==> src/design/i2cms_pkg.sv <==
// shared types and constants of the i2c master pin sequencer
`timescale 1ns / 1ps

package i2cms_pkg;

  // command codes
  typedef enum logic [1:0] {
    OP_START  = 2'd0,
    OP_STOP   = 2'd1,
    OP_WRITE  = 2'd2,
    OP_GETACK = 2'd3
  } op_e;

  // one command word
  typedef struct packed {
    op_e        op;
    logic [7:0] tx_byte;
    logic       sda_sample;
  } in_word_t;

  // one pin step word
  typedef struct packed {
    logic       scl_level;
    logic       sda_level;
    logic [1:0] hold_us;
    logic       nack;
    logic       last_step;
  } out_word_t;

  // hold times in microseconds
  localparam logic [1:0] HOLD_NONE  = 2'd0;
  localparam logic [1:0] HOLD_SHORT = 2'd1;
  localparam logic [1:0] HOLD_LONG  = 2'd2;

  // write byte: one lead step, three steps per bit, one tail step
  localparam int unsigned WRITE_STEPS = 26;
  localparam int unsigned STEP_W      = $clog2(WRITE_STEPS);

  // default depth of the command queue
  localparam int unsigned QUEUE_DEPTH = 2;

endpackage

==> src/design/i2cms_front.sv <==
// command intake and queue in front of the pin step sequencer
`timescale 1ns / 1ps

module i2cms_front #(
  parameter int unsigned Depth = 2
) (
  input  logic                clk_i,
  input  logic                rst_ni,
  input  logic                in_valid_i,
  output logic                in_stall_o,
  input  i2cms_pkg::in_word_t in_word_i,
  input  logic                pop_i,
  output logic                head_valid_o,
  output i2cms_pkg::in_word_t head_o
);
  import i2cms_pkg::*;

  localparam int unsigned PtrW = (Depth > 1) ? $clog2(Depth) : 1;
  localparam int unsigned CntW = $clog2(Depth + 1);
  localparam logic [PtrW-1:0] LastPtr = PtrW'(Depth - 1);
  localparam logic [CntW-1:0] FullCnt = CntW'(Depth);

  in_word_t        mem_q [Depth];
  logic [PtrW-1:0] wr_ptr_q, wr_ptr_d, rd_ptr_q, rd_ptr_d;
  logic [CntW-1:0] cnt_q, cnt_d;
  logic            push, pop;
  in_word_t        clean_word;

  // unused fields are cleared so the queue holds only what the command needs
  always_comb begin
    clean_word = in_word_i;
    if (in_word_i.op != OP_WRITE) begin
      clean_word.tx_byte = '0;
    end
    if (in_word_i.op != OP_GETACK) begin
      clean_word.sda_sample = 1'b0;
    end
  end

  assign in_stall_o   = (cnt_q == FullCnt);
  assign push         = in_valid_i && !in_stall_o;
  assign pop          = pop_i && (cnt_q != '0);
  assign head_valid_o = (cnt_q != '0);
  assign head_o       = mem_q[rd_ptr_q];

  // pointer and fill count update
  always_comb begin
    wr_ptr_d = wr_ptr_q;
    rd_ptr_d = rd_ptr_q;
    cnt_d    = cnt_q;
    if (push) begin
      wr_ptr_d = (wr_ptr_q == LastPtr) ? '0 : wr_ptr_q + 1'b1;
    end
    if (pop) begin
      rd_ptr_d = (rd_ptr_q == LastPtr) ? '0 : rd_ptr_q + 1'b1;
    end
    if (push && !pop) begin
      cnt_d = cnt_q + 1'b1;
    end else if (pop && !push) begin
      cnt_d = cnt_q - 1'b1;
    end
  end

  always_ff @(posedge clk_i or negedge rst_ni) begin
    if (!rst_ni) begin
      wr_ptr_q <= '0;
      rd_ptr_q <= '0;
      cnt_q    <= '0;
    end else begin
      wr_ptr_q <= wr_ptr_d;
      rd_ptr_q <= rd_ptr_d;
      cnt_q    <= cnt_d;
    end
  end

  // queue storage
  always_ff @(posedge clk_i) begin
    if (push) begin
      mem_q[wr_ptr_q] <= clean_word;
    end
  end

endmodule

==> src/design/i2cms_back.sv <==
// pin step sequencer: walks the step run of the queued command
`timescale 1ns / 1ps

module i2cms_back (
  input  logic                 clk_i,
  input  logic                 rst_ni,
  input  logic                 head_valid_i,
  input  i2cms_pkg::in_word_t  head_i,
  output logic                 pop_o,
  output logic                 out_valid_o,
  input  logic                 out_stall_i,
  output i2cms_pkg::out_word_t out_word_o
);
  import i2cms_pkg::*;

  localparam logic [STEP_W-1:0] WriteTail = STEP_W'(WRITE_STEPS - 1);

  logic [STEP_W-1:0] step_q, step_d;
  logic [1:0]        ph_q, ph_d;
  logic [2:0]        bit_q, bit_d;
  logic              sda_q, sda_d;
  logic              out_valid_q, out_valid_d;
  out_word_t         out_q, out_d;
  out_word_t         step_w;
  logic              load;
  logic              in_body;
  logic              cur_bit;

  assign load    = head_valid_i && (!out_valid_q || !out_stall_i);
  assign in_body = (step_q != '0) && (step_q != WriteTail);
  assign cur_bit = head_i.tx_byte[3'd7 - bit_q];

  // pin levels of the present step
  always_comb begin
    step_w = '{scl_level: 1'b0, sda_level: sda_q, hold_us: HOLD_NONE,
               nack: 1'b0, last_step: 1'b0};
    case (head_i.op)
      OP_START: begin
        case (step_q)
          STEP_W'(0): step_w = '{1'b1, 1'b1, HOLD_LONG, 1'b0, 1'b0};
          STEP_W'(1): step_w = '{1'b1, 1'b0, HOLD_LONG, 1'b0, 1'b0};
          default:    step_w = '{1'b0, 1'b0, HOLD_NONE, 1'b0, 1'b1};
        endcase
      end
      OP_STOP: begin
        case (step_q)
          STEP_W'(0): step_w = '{1'b0, 1'b0, HOLD_LONG, 1'b0, 1'b0};
          STEP_W'(1): step_w = '{1'b1, 1'b0, HOLD_LONG, 1'b0, 1'b0};
          default:    step_w = '{1'b1, 1'b1, HOLD_LONG, 1'b0, 1'b1};
        endcase
      end
      OP_WRITE: begin
        if (step_q == '0) begin
          step_w = '{1'b0, sda_q, HOLD_LONG, 1'b0, 1'b0};
        end else if (in_body) begin
          step_w = '{(ph_q == 2'd1), cur_bit, HOLD_LONG, 1'b0, 1'b0};
        end else begin
          step_w = '{1'b0, sda_q, HOLD_SHORT, 1'b0, 1'b1};
        end
      end
      OP_GETACK: begin
        case (step_q)
          STEP_W'(0): step_w = '{1'b0, sda_q, HOLD_SHORT, 1'b0, 1'b0};
          STEP_W'(1): step_w = '{1'b0, 1'b1, HOLD_SHORT, 1'b0, 1'b0};
          // no ack leaves scl high and ends the run here
          STEP_W'(2): step_w = '{1'b1, 1'b1, HOLD_SHORT, head_i.sda_sample,
                                 head_i.sda_sample};
          default:    step_w = '{1'b0, 1'b1, HOLD_SHORT, 1'b0, 1'b1};
        endcase
      end
      default: begin
        step_w = '{1'b0, sda_q, HOLD_NONE, 1'b0, 1'b1};
      end
    endcase
  end

  assign pop_o = load && step_w.last_step;

  // step counters, line level and output register
  always_comb begin
    step_d      = step_q;
    ph_d        = ph_q;
    bit_d       = bit_q;
    sda_d       = sda_q;
    out_d       = out_q;
    out_valid_d = out_valid_q && out_stall_i;
    if (load) begin
      out_d       = step_w;
      out_valid_d = 1'b1;
      sda_d       = step_w.sda_level;
      if (step_w.last_step) begin
        step_d = '0;
        ph_d   = '0;
        bit_d  = '0;
      end else begin
        step_d = step_q + 1'b1;
        if ((head_i.op == OP_WRITE) && in_body) begin
          if (ph_q == 2'd2) begin
            ph_d  = '0;
            bit_d = bit_q + 1'b1;
          end else begin
            ph_d = ph_q + 1'b1;
          end
        end
      end
    end
  end

  always_ff @(posedge clk_i or negedge rst_ni) begin
    if (!rst_ni) begin
      step_q      <= '0;
      ph_q        <= '0;
      bit_q       <= '0;
      sda_q       <= 1'b1;
      out_valid_q <= 1'b0;
    end else begin
      step_q      <= step_d;
      ph_q        <= ph_d;
      bit_q       <= bit_d;
      sda_q       <= sda_d;
      out_valid_q <= out_valid_d;
    end
  end

  always_ff @(posedge clk_i) begin
    out_q <= out_d;
  end

  assign out_valid_o = out_valid_q;
  assign out_word_o  = out_q;

endmodule

==> src/design/i2cms_top_placeholder_unused.sv <==
// registered range check of the hold code on the step channel
`timescale 1ns / 1ps

module i2cms_hold_check (
  input  logic       clk_i,
  input  logic       rst_ni,
  input  logic [1:0] hold_i,
  output logic       bad_o
);
  logic bad_q;

  // flag a hold code outside the defined range
  always_ff @(posedge clk_i or negedge rst_ni) begin
    if (!rst_ni) begin
      bad_q <= 1'b0;
    end else begin
      bad_q <= (hold_i == 2'd3);
    end
  end

  assign bad_o = bad_q;

endmodule

==> src/design/i2c_master_pin_sequencer_core.sv <==
// top level of the write-only i2c master pin sequencer
`timescale 1ns / 1ps

// Write-only i2c master that turns each command word into a run of pin steps.
// in channel: in_valid_i / in_stall_o carry one command word (op, tx_byte,
// sda_sample). out channel: out_valid_o / out_stall_i carry one pin step word
// (scl_level, sda_level, hold_us, nack, last_step); last_step closes a run.
// A command word enters a small queue; the sequencer behind it sends one
// step per cycle into the output register unless out_stall_i holds a step,
// and registers the first step of a command once it reaches the queue head.
// The step sequencer sets the pace, one step word per cycle unless stalled:
// start and stop runs have 3 steps, get ack 3 or 4, write byte 26.
// Commands queue while a run is under way; in_stall_o rises when the queue
// is full. When out_stall_i is high on a valid step word, the word holds and
// the sequencer waits; the queue still takes words until full.
// Reset empties the queue and output register and sets the tracked data line
// level to released high.
module i2c_master_pin_sequencer_core #(
  parameter int unsigned QueueDepth = i2cms_pkg::QUEUE_DEPTH
) (
  input  logic                 clk_i,
  input  logic                 rst_ni,
  input  logic                 in_valid_i,
  output logic                 in_stall_o,
  input  i2cms_pkg::in_word_t  in_word_i,
  output logic                 out_valid_o,
  input  logic                 out_stall_i,
  output i2cms_pkg::out_word_t out_word_o
);
  import i2cms_pkg::*;

  logic     head_valid;
  logic     pop;
  in_word_t head;
  logic     hold_bad;

  // command queue
  i2cms_front #(
    .Depth(QueueDepth)
  ) u_front (
    .clk_i       (clk_i),
    .rst_ni      (rst_ni),
    .in_valid_i  (in_valid_i),
    .in_stall_o  (in_stall_o),
    .in_word_i   (in_word_i),
    .pop_i       (pop),
    .head_valid_o(head_valid),
    .head_o      (head)
  );

  // step sequencer
  i2cms_back u_back (
    .clk_i       (clk_i),
    .rst_ni      (rst_ni),
    .head_valid_i(head_valid),
    .head_i      (head),
    .pop_o       (pop),
    .out_valid_o (out_valid_o),
    .out_stall_i (out_stall_i),
    .out_word_o  (out_word_o)
  );

  // registered range check on the sent hold code
  i2cms_hold_check u_hold_check (
    .clk_i (clk_i),
    .rst_ni(rst_ni),
    .hold_i(out_valid_o ? out_word_o.hold_us : HOLD_NONE),
    .bad_o (hold_bad)
  );

`ifndef ASSERT_OFF
  // a run only ends on a command that is in the queue
  assert property (@(posedge clk_i) disable iff (!rst_ni) pop |-> head_valid)
    else $error("step run ended with empty queue");

  // a missing ack always closes its run
  assert property (@(posedge clk_i) disable iff (!rst_ni)
    (out_valid_o && out_word_o.nack) |-> out_word_o.last_step)
    else $error("nack on a step that is not last");

  // hold codes stay inside the defined range
  assert property (@(posedge clk_i) disable iff (!rst_ni) !hold_bad)
    else $error("hold code out of range");

  // a full queue is only reached while the sequencer has a head to work on
  assert property (@(posedge clk_i) disable iff (!rst_ni) in_stall_o |-> head_valid)
    else $error("queue full without a head word");
`endif

endmodule

==> config.mk <==
export PLATFORM = sky130hd
export DESIGN_NAME = i2c_master_pin_sequencer_core
export DESIGN_NICKNAME = d
export VERILOG_FILES = /design/src/design/i2cms_pkg.sv /design/src/design/i2cms_front.sv /design/src/design/i2cms_back.sv /design/src/design/i2cms_top_placeholder_unused.sv /design/src/design/i2c_master_pin_sequencer_core.sv
export SDC_FILE = /design/constraint.sdc
export NUM_CORES = 1
export LEC_CHECK = 0
export ABC_CLOCK_PERIOD_IN_PS = 2700
export BUFFER_PORTS_ARGS = -buffer_cell sky130_fd_sc_hd__buf_2
export CAP_MARGIN = 10
export CORE_MARGIN = 5
export CORE_UTILIZATION = 30
export CTS_CLUSTER_DIAMETER = 80
export DETAILED_ROUTE_END_ITERATION = 7
export HOLD_SLACK_MARGIN = 0.1
export SYNTH_ARGS = -nofsm -noshare
export SYNTH_HDL_FRONTEND = slang
export SYNTH_SLANG_ARGS = --single-unit
==> constraint.sdc <==
create_clock -name clk_i -period 2.7 [get_ports clk_i]
set_input_delay 0.54 -clock clk_i [delete_from_list [all_inputs] [get_ports clk_i]]
set_output_delay 0.54 -clock clk_i [all_outputs]
set_load 0.01 [all_outputs]
==> qor.csv <==
stage;metric;value;unit
layout;drive_gt1_share;23.6;%
clocking;post_cts_resized;0;
placement;post-place-ws;0.344;ns
sta;holdWs;0.140;ns
sta;rsz0062_at_grt;false;
layout;num_antenna_cells;0;
layout;final_nets;223;
placement;gp_congestion;0.770;
grt;grt_max_degree;17;
layout;finalInstanceArea;2520;sq um
yosys;synth_edf_count;28;
routing;avgRoutedWirePerCell;13.6;microns
yosys;synthAdderAreaFrac;3.44;%
yosys;avgSynthCellArea;12.6;sq um
yosys;ys_seq_area_share;56.9;%
yosys;syn-num-nets;195;
clocking;cts-root-buf;clkbuf_8;
critical_path;cp.arrival;2.58;ns
sta;max_freq;0.419;GHz
die;num_rows;31;
routing;drtIter0Drc;77;
die;initial_core_util;30.4;%
placement;hpwl;2.96;mm
critical_path;path_class;flip-flop to flip-flop;
run;cap_violations;0;
run_status;status;finished clean;
sta;worst_slack;0.314;ns
critical_path;r2r_cells;10;
pwr;switching_share;36.2;%
sta;fin_tns_setup;0;ns
layout;filler_cell_count;705;
die;die_w;95.3;microns
yosys;synth_top_family_by_area;simple AND/OR/NAND/NOR gates;
routing;firstDrtPassIters;4;
clocking;cts.sinks;44;
die;die_h;95.3;microns
clocking;postCtsHoldBufs;0;
clocking;clk_latency;0.30;ns
pwr;p_clk_share;18.9;%
critical_path;crit-reg2reg-capture;u_front.cnt_q[1]$_DFFE_PN0P_;
clocking;h-tree-depth;2;
grt;grt_use_total;9.75;%
yosys;ys_async_sr_fraction;36.4;%
routing;finalWirelength;4.12;mm
yosys;synthFlopType;edfxtp_1;
placement;dp.cells;294;
yosys;synth_area;2180;sq um
pwr;intPower;1.77;mW
sta;min_period_over_period;88.4;%
yosys;ys_warn_count;0;
sta;setup_viol;0;
grt;overflow;0;
pwr;leakagePower;1.02;nW
sta;skew;0.00434;ns
placement;placed_area;2410;sq um
critical_path;ff2ff_setup_slack;0.31;ns
sta;relSlewSlack;63.9;%
grt;first_global_vias;1347;
routing;drt-vias-per-instance;4.61;
routing;drcViolationCount;0;
clocking;path_clk_slew;0.09;ns
yosys;yosysTopAreaCell;edfxtp_1;
grt;antenna_found_initial;0;
clocking;cts_tree;done;
yosys;synthCells;174;
die;core;7180;sq um
pwr;power_density;1100;nW/um^2
hold_path;min_path_type;input pin to async pin;
critical_path;critPathLaunchType;flip-flop;
pwr;max-vdd-ir-drop;0.396;mV
yosys;synth_xor_area_share;2.41;%
yosys;synthSimpleGateAreaFrac;14.7;%
sta;tightest_slew;0.541;ns
pwr;power;2.77;mW
clocking;cts_made_buffers;5;
yosys;ys_ff_latch;44;
placement;portBuffers;22;
pwr;p_switching;1.00;mW
routing;vias;1392;
clocking;cts_buffer_depth;2;
critical_path;end_kind;flip-flop;
layout;post-route-util;35.1;%
critical_path;cp.required;2.89;ns
critical_path;crit_fanout;9;
sta;drv_slew;0;
yosys;ys_types;48;
routing;antenna_left;0;
yosys;netlist_top_cells_area;edfxtp_1 (38%), dfrtp_1 (17%), mux4_2 (4.1%);
layout;final_cells;302;
clocking;cts_setup_buffers;0;
yosys;synth_mux_area_share;7.45;%
die;ios;23;
pwr;power_frac_comb;40.0;%
critical_path;r2r_start;u_back.step_q[1]$_DFFE_PN0P_;
sta;period_needed;2.39;ns
yosys;synth_top_area_share;38.5;%
grt;grt_pass1_wl;6.64;mm
sta;final_hold_viol_count;0;
die;dieArea;9090;sq um
yosys;synth-compound-area-share;10.8;%
pwr;power_frac_seq;41.0;%
layout;area_growth;15.4;%
==> state kept, by name, indices dropped and copies added (netlist names) <==
name                count
u_front.mem_q          22
u_back.out_word_o       6
u_back.step_q           5
u_back.bit_q            3
u_back.ph_q             2
u_front.cnt_q           2
u_back.out_valid_o      1
u_back.sda_q            1
u_front.rd_ptr_q        1
u_front.wr_ptr_q        1
==> worst max path at each step <==
stage                            startpoint                             end  slack [ns]  depth (start not counted)
2_1_floorplan  u_front.rd_ptr_q$_DFFE_PN0P_    u_front.cnt_q[1]$_DFFE_PN0P_        0.42                         10
3_3_place_gp   u_back.step_q[1]$_DFFE_PN0P_  u_back.out_word_o[5]$_DFFE_PP_        0.40                          7
5_1_grt        u_back.step_q[1]$_DFFE_PN0P_    u_front.cnt_q[1]$_DFFE_PN0P_        0.16                         10
3_5_place_dp   u_back.step_q[0]$_DFFE_PN0P_    u_front.cnt_q[1]$_DFFE_PN0P_        0.34                         10
6_report       u_back.step_q[1]$_DFFE_PN0P_    u_front.cnt_q[1]$_DFFE_PN0P_        0.31                         10
4_1_cts        u_back.step_q[1]$_DFFE_PN0P_    u_front.cnt_q[1]$_DFFE_PN0P_        0.32                         10
==> placed cells by master, fill, tap and decap left out, types with 4 or more instances in the layout <==
master / instances
mux4_2: 4
nor3_1: 5
inv_1: 7
or3_1: 4
buf_2: 22
buf_4: 7
o21ai_0: 8
nand2_1: 13
nor2_1: 6
a21oi_1: 5
edfxtp_1: 28
ha_1: 6
clkbuf_8: 5
a21o_1: 4
nand3_1: 5
dfrtp_1: 15
and2_1: 9
==> cell type report <==
type,count,area [sq um],area share [%]
Clock buffer,5,68.8,2.73
Clock inverter,3,46.3,1.84
Inverter,8,30.0,1.19
Multi-Input combinational cell,114,847,33.6
Sequential cell,44,1240,49.3
Tap cell,99,124,4.91
Timing Repair Buffer,29,163,6.45
==> cell usage after synthesis (4+ instances only) <==
cell / instances
inv_1: 7
and2_1: 9
edfxtp_1: 28
buf_6: 4
nor2_1: 6
nand3_1: 5
or3_1: 4
dfrtp_1: 15
mux4_2: 4
nand2_1: 13
a21oi_1: 5
a21o_1: 4
nor3_1: 5
ha_1: 6
o21ai_0: 8
==> logic make-up (layout without fill, tap and decap cells) <==
group	after synthesis	in the layout
mux	9	9
compound gates	34	34
xor+xnor	6	6
buf+inv	16	45
flops	44	44
simple gates	59	59
fa+ha+maj	6	6
==> per-layer routing <==
metal	track usage, %	part of all wire, %
met1	12.1	46
met2	15.8	48
met3	2.68	4.6
met4	4.33	1.6
met5	0	0
==> worst max-delay path: stages (launching register included) <==
cell and delay, ns:
dfrtp_1 0.43, inv_1 0.12, ha_1 0.32, nor3_1 0.08, a211o_1 0.27, a221o_1 0.38
nand2_1 0.15, ha_1 0.18, xor2_1 0.15, nor2_1 0.07, xor2_1 0.13
==> power groups by stage <==
stage / sequential [mW] / clock (mW) / combinational [mW]
2_1_floorplan: 1.12 / 0 / 0.860
3_5_place_dp: 1.15 / 0 / 1.11
6_report: 1.14 / 0.525 / 1.11
3_3_place_gp: 1.14 / 0 / 1.10
5_1_grt: 1.17 / 0.564 / 1.24
4_1_cts: 1.14 / 0.538 / 1.12
No activity file was read; power rests on OpenSTA's default activity.
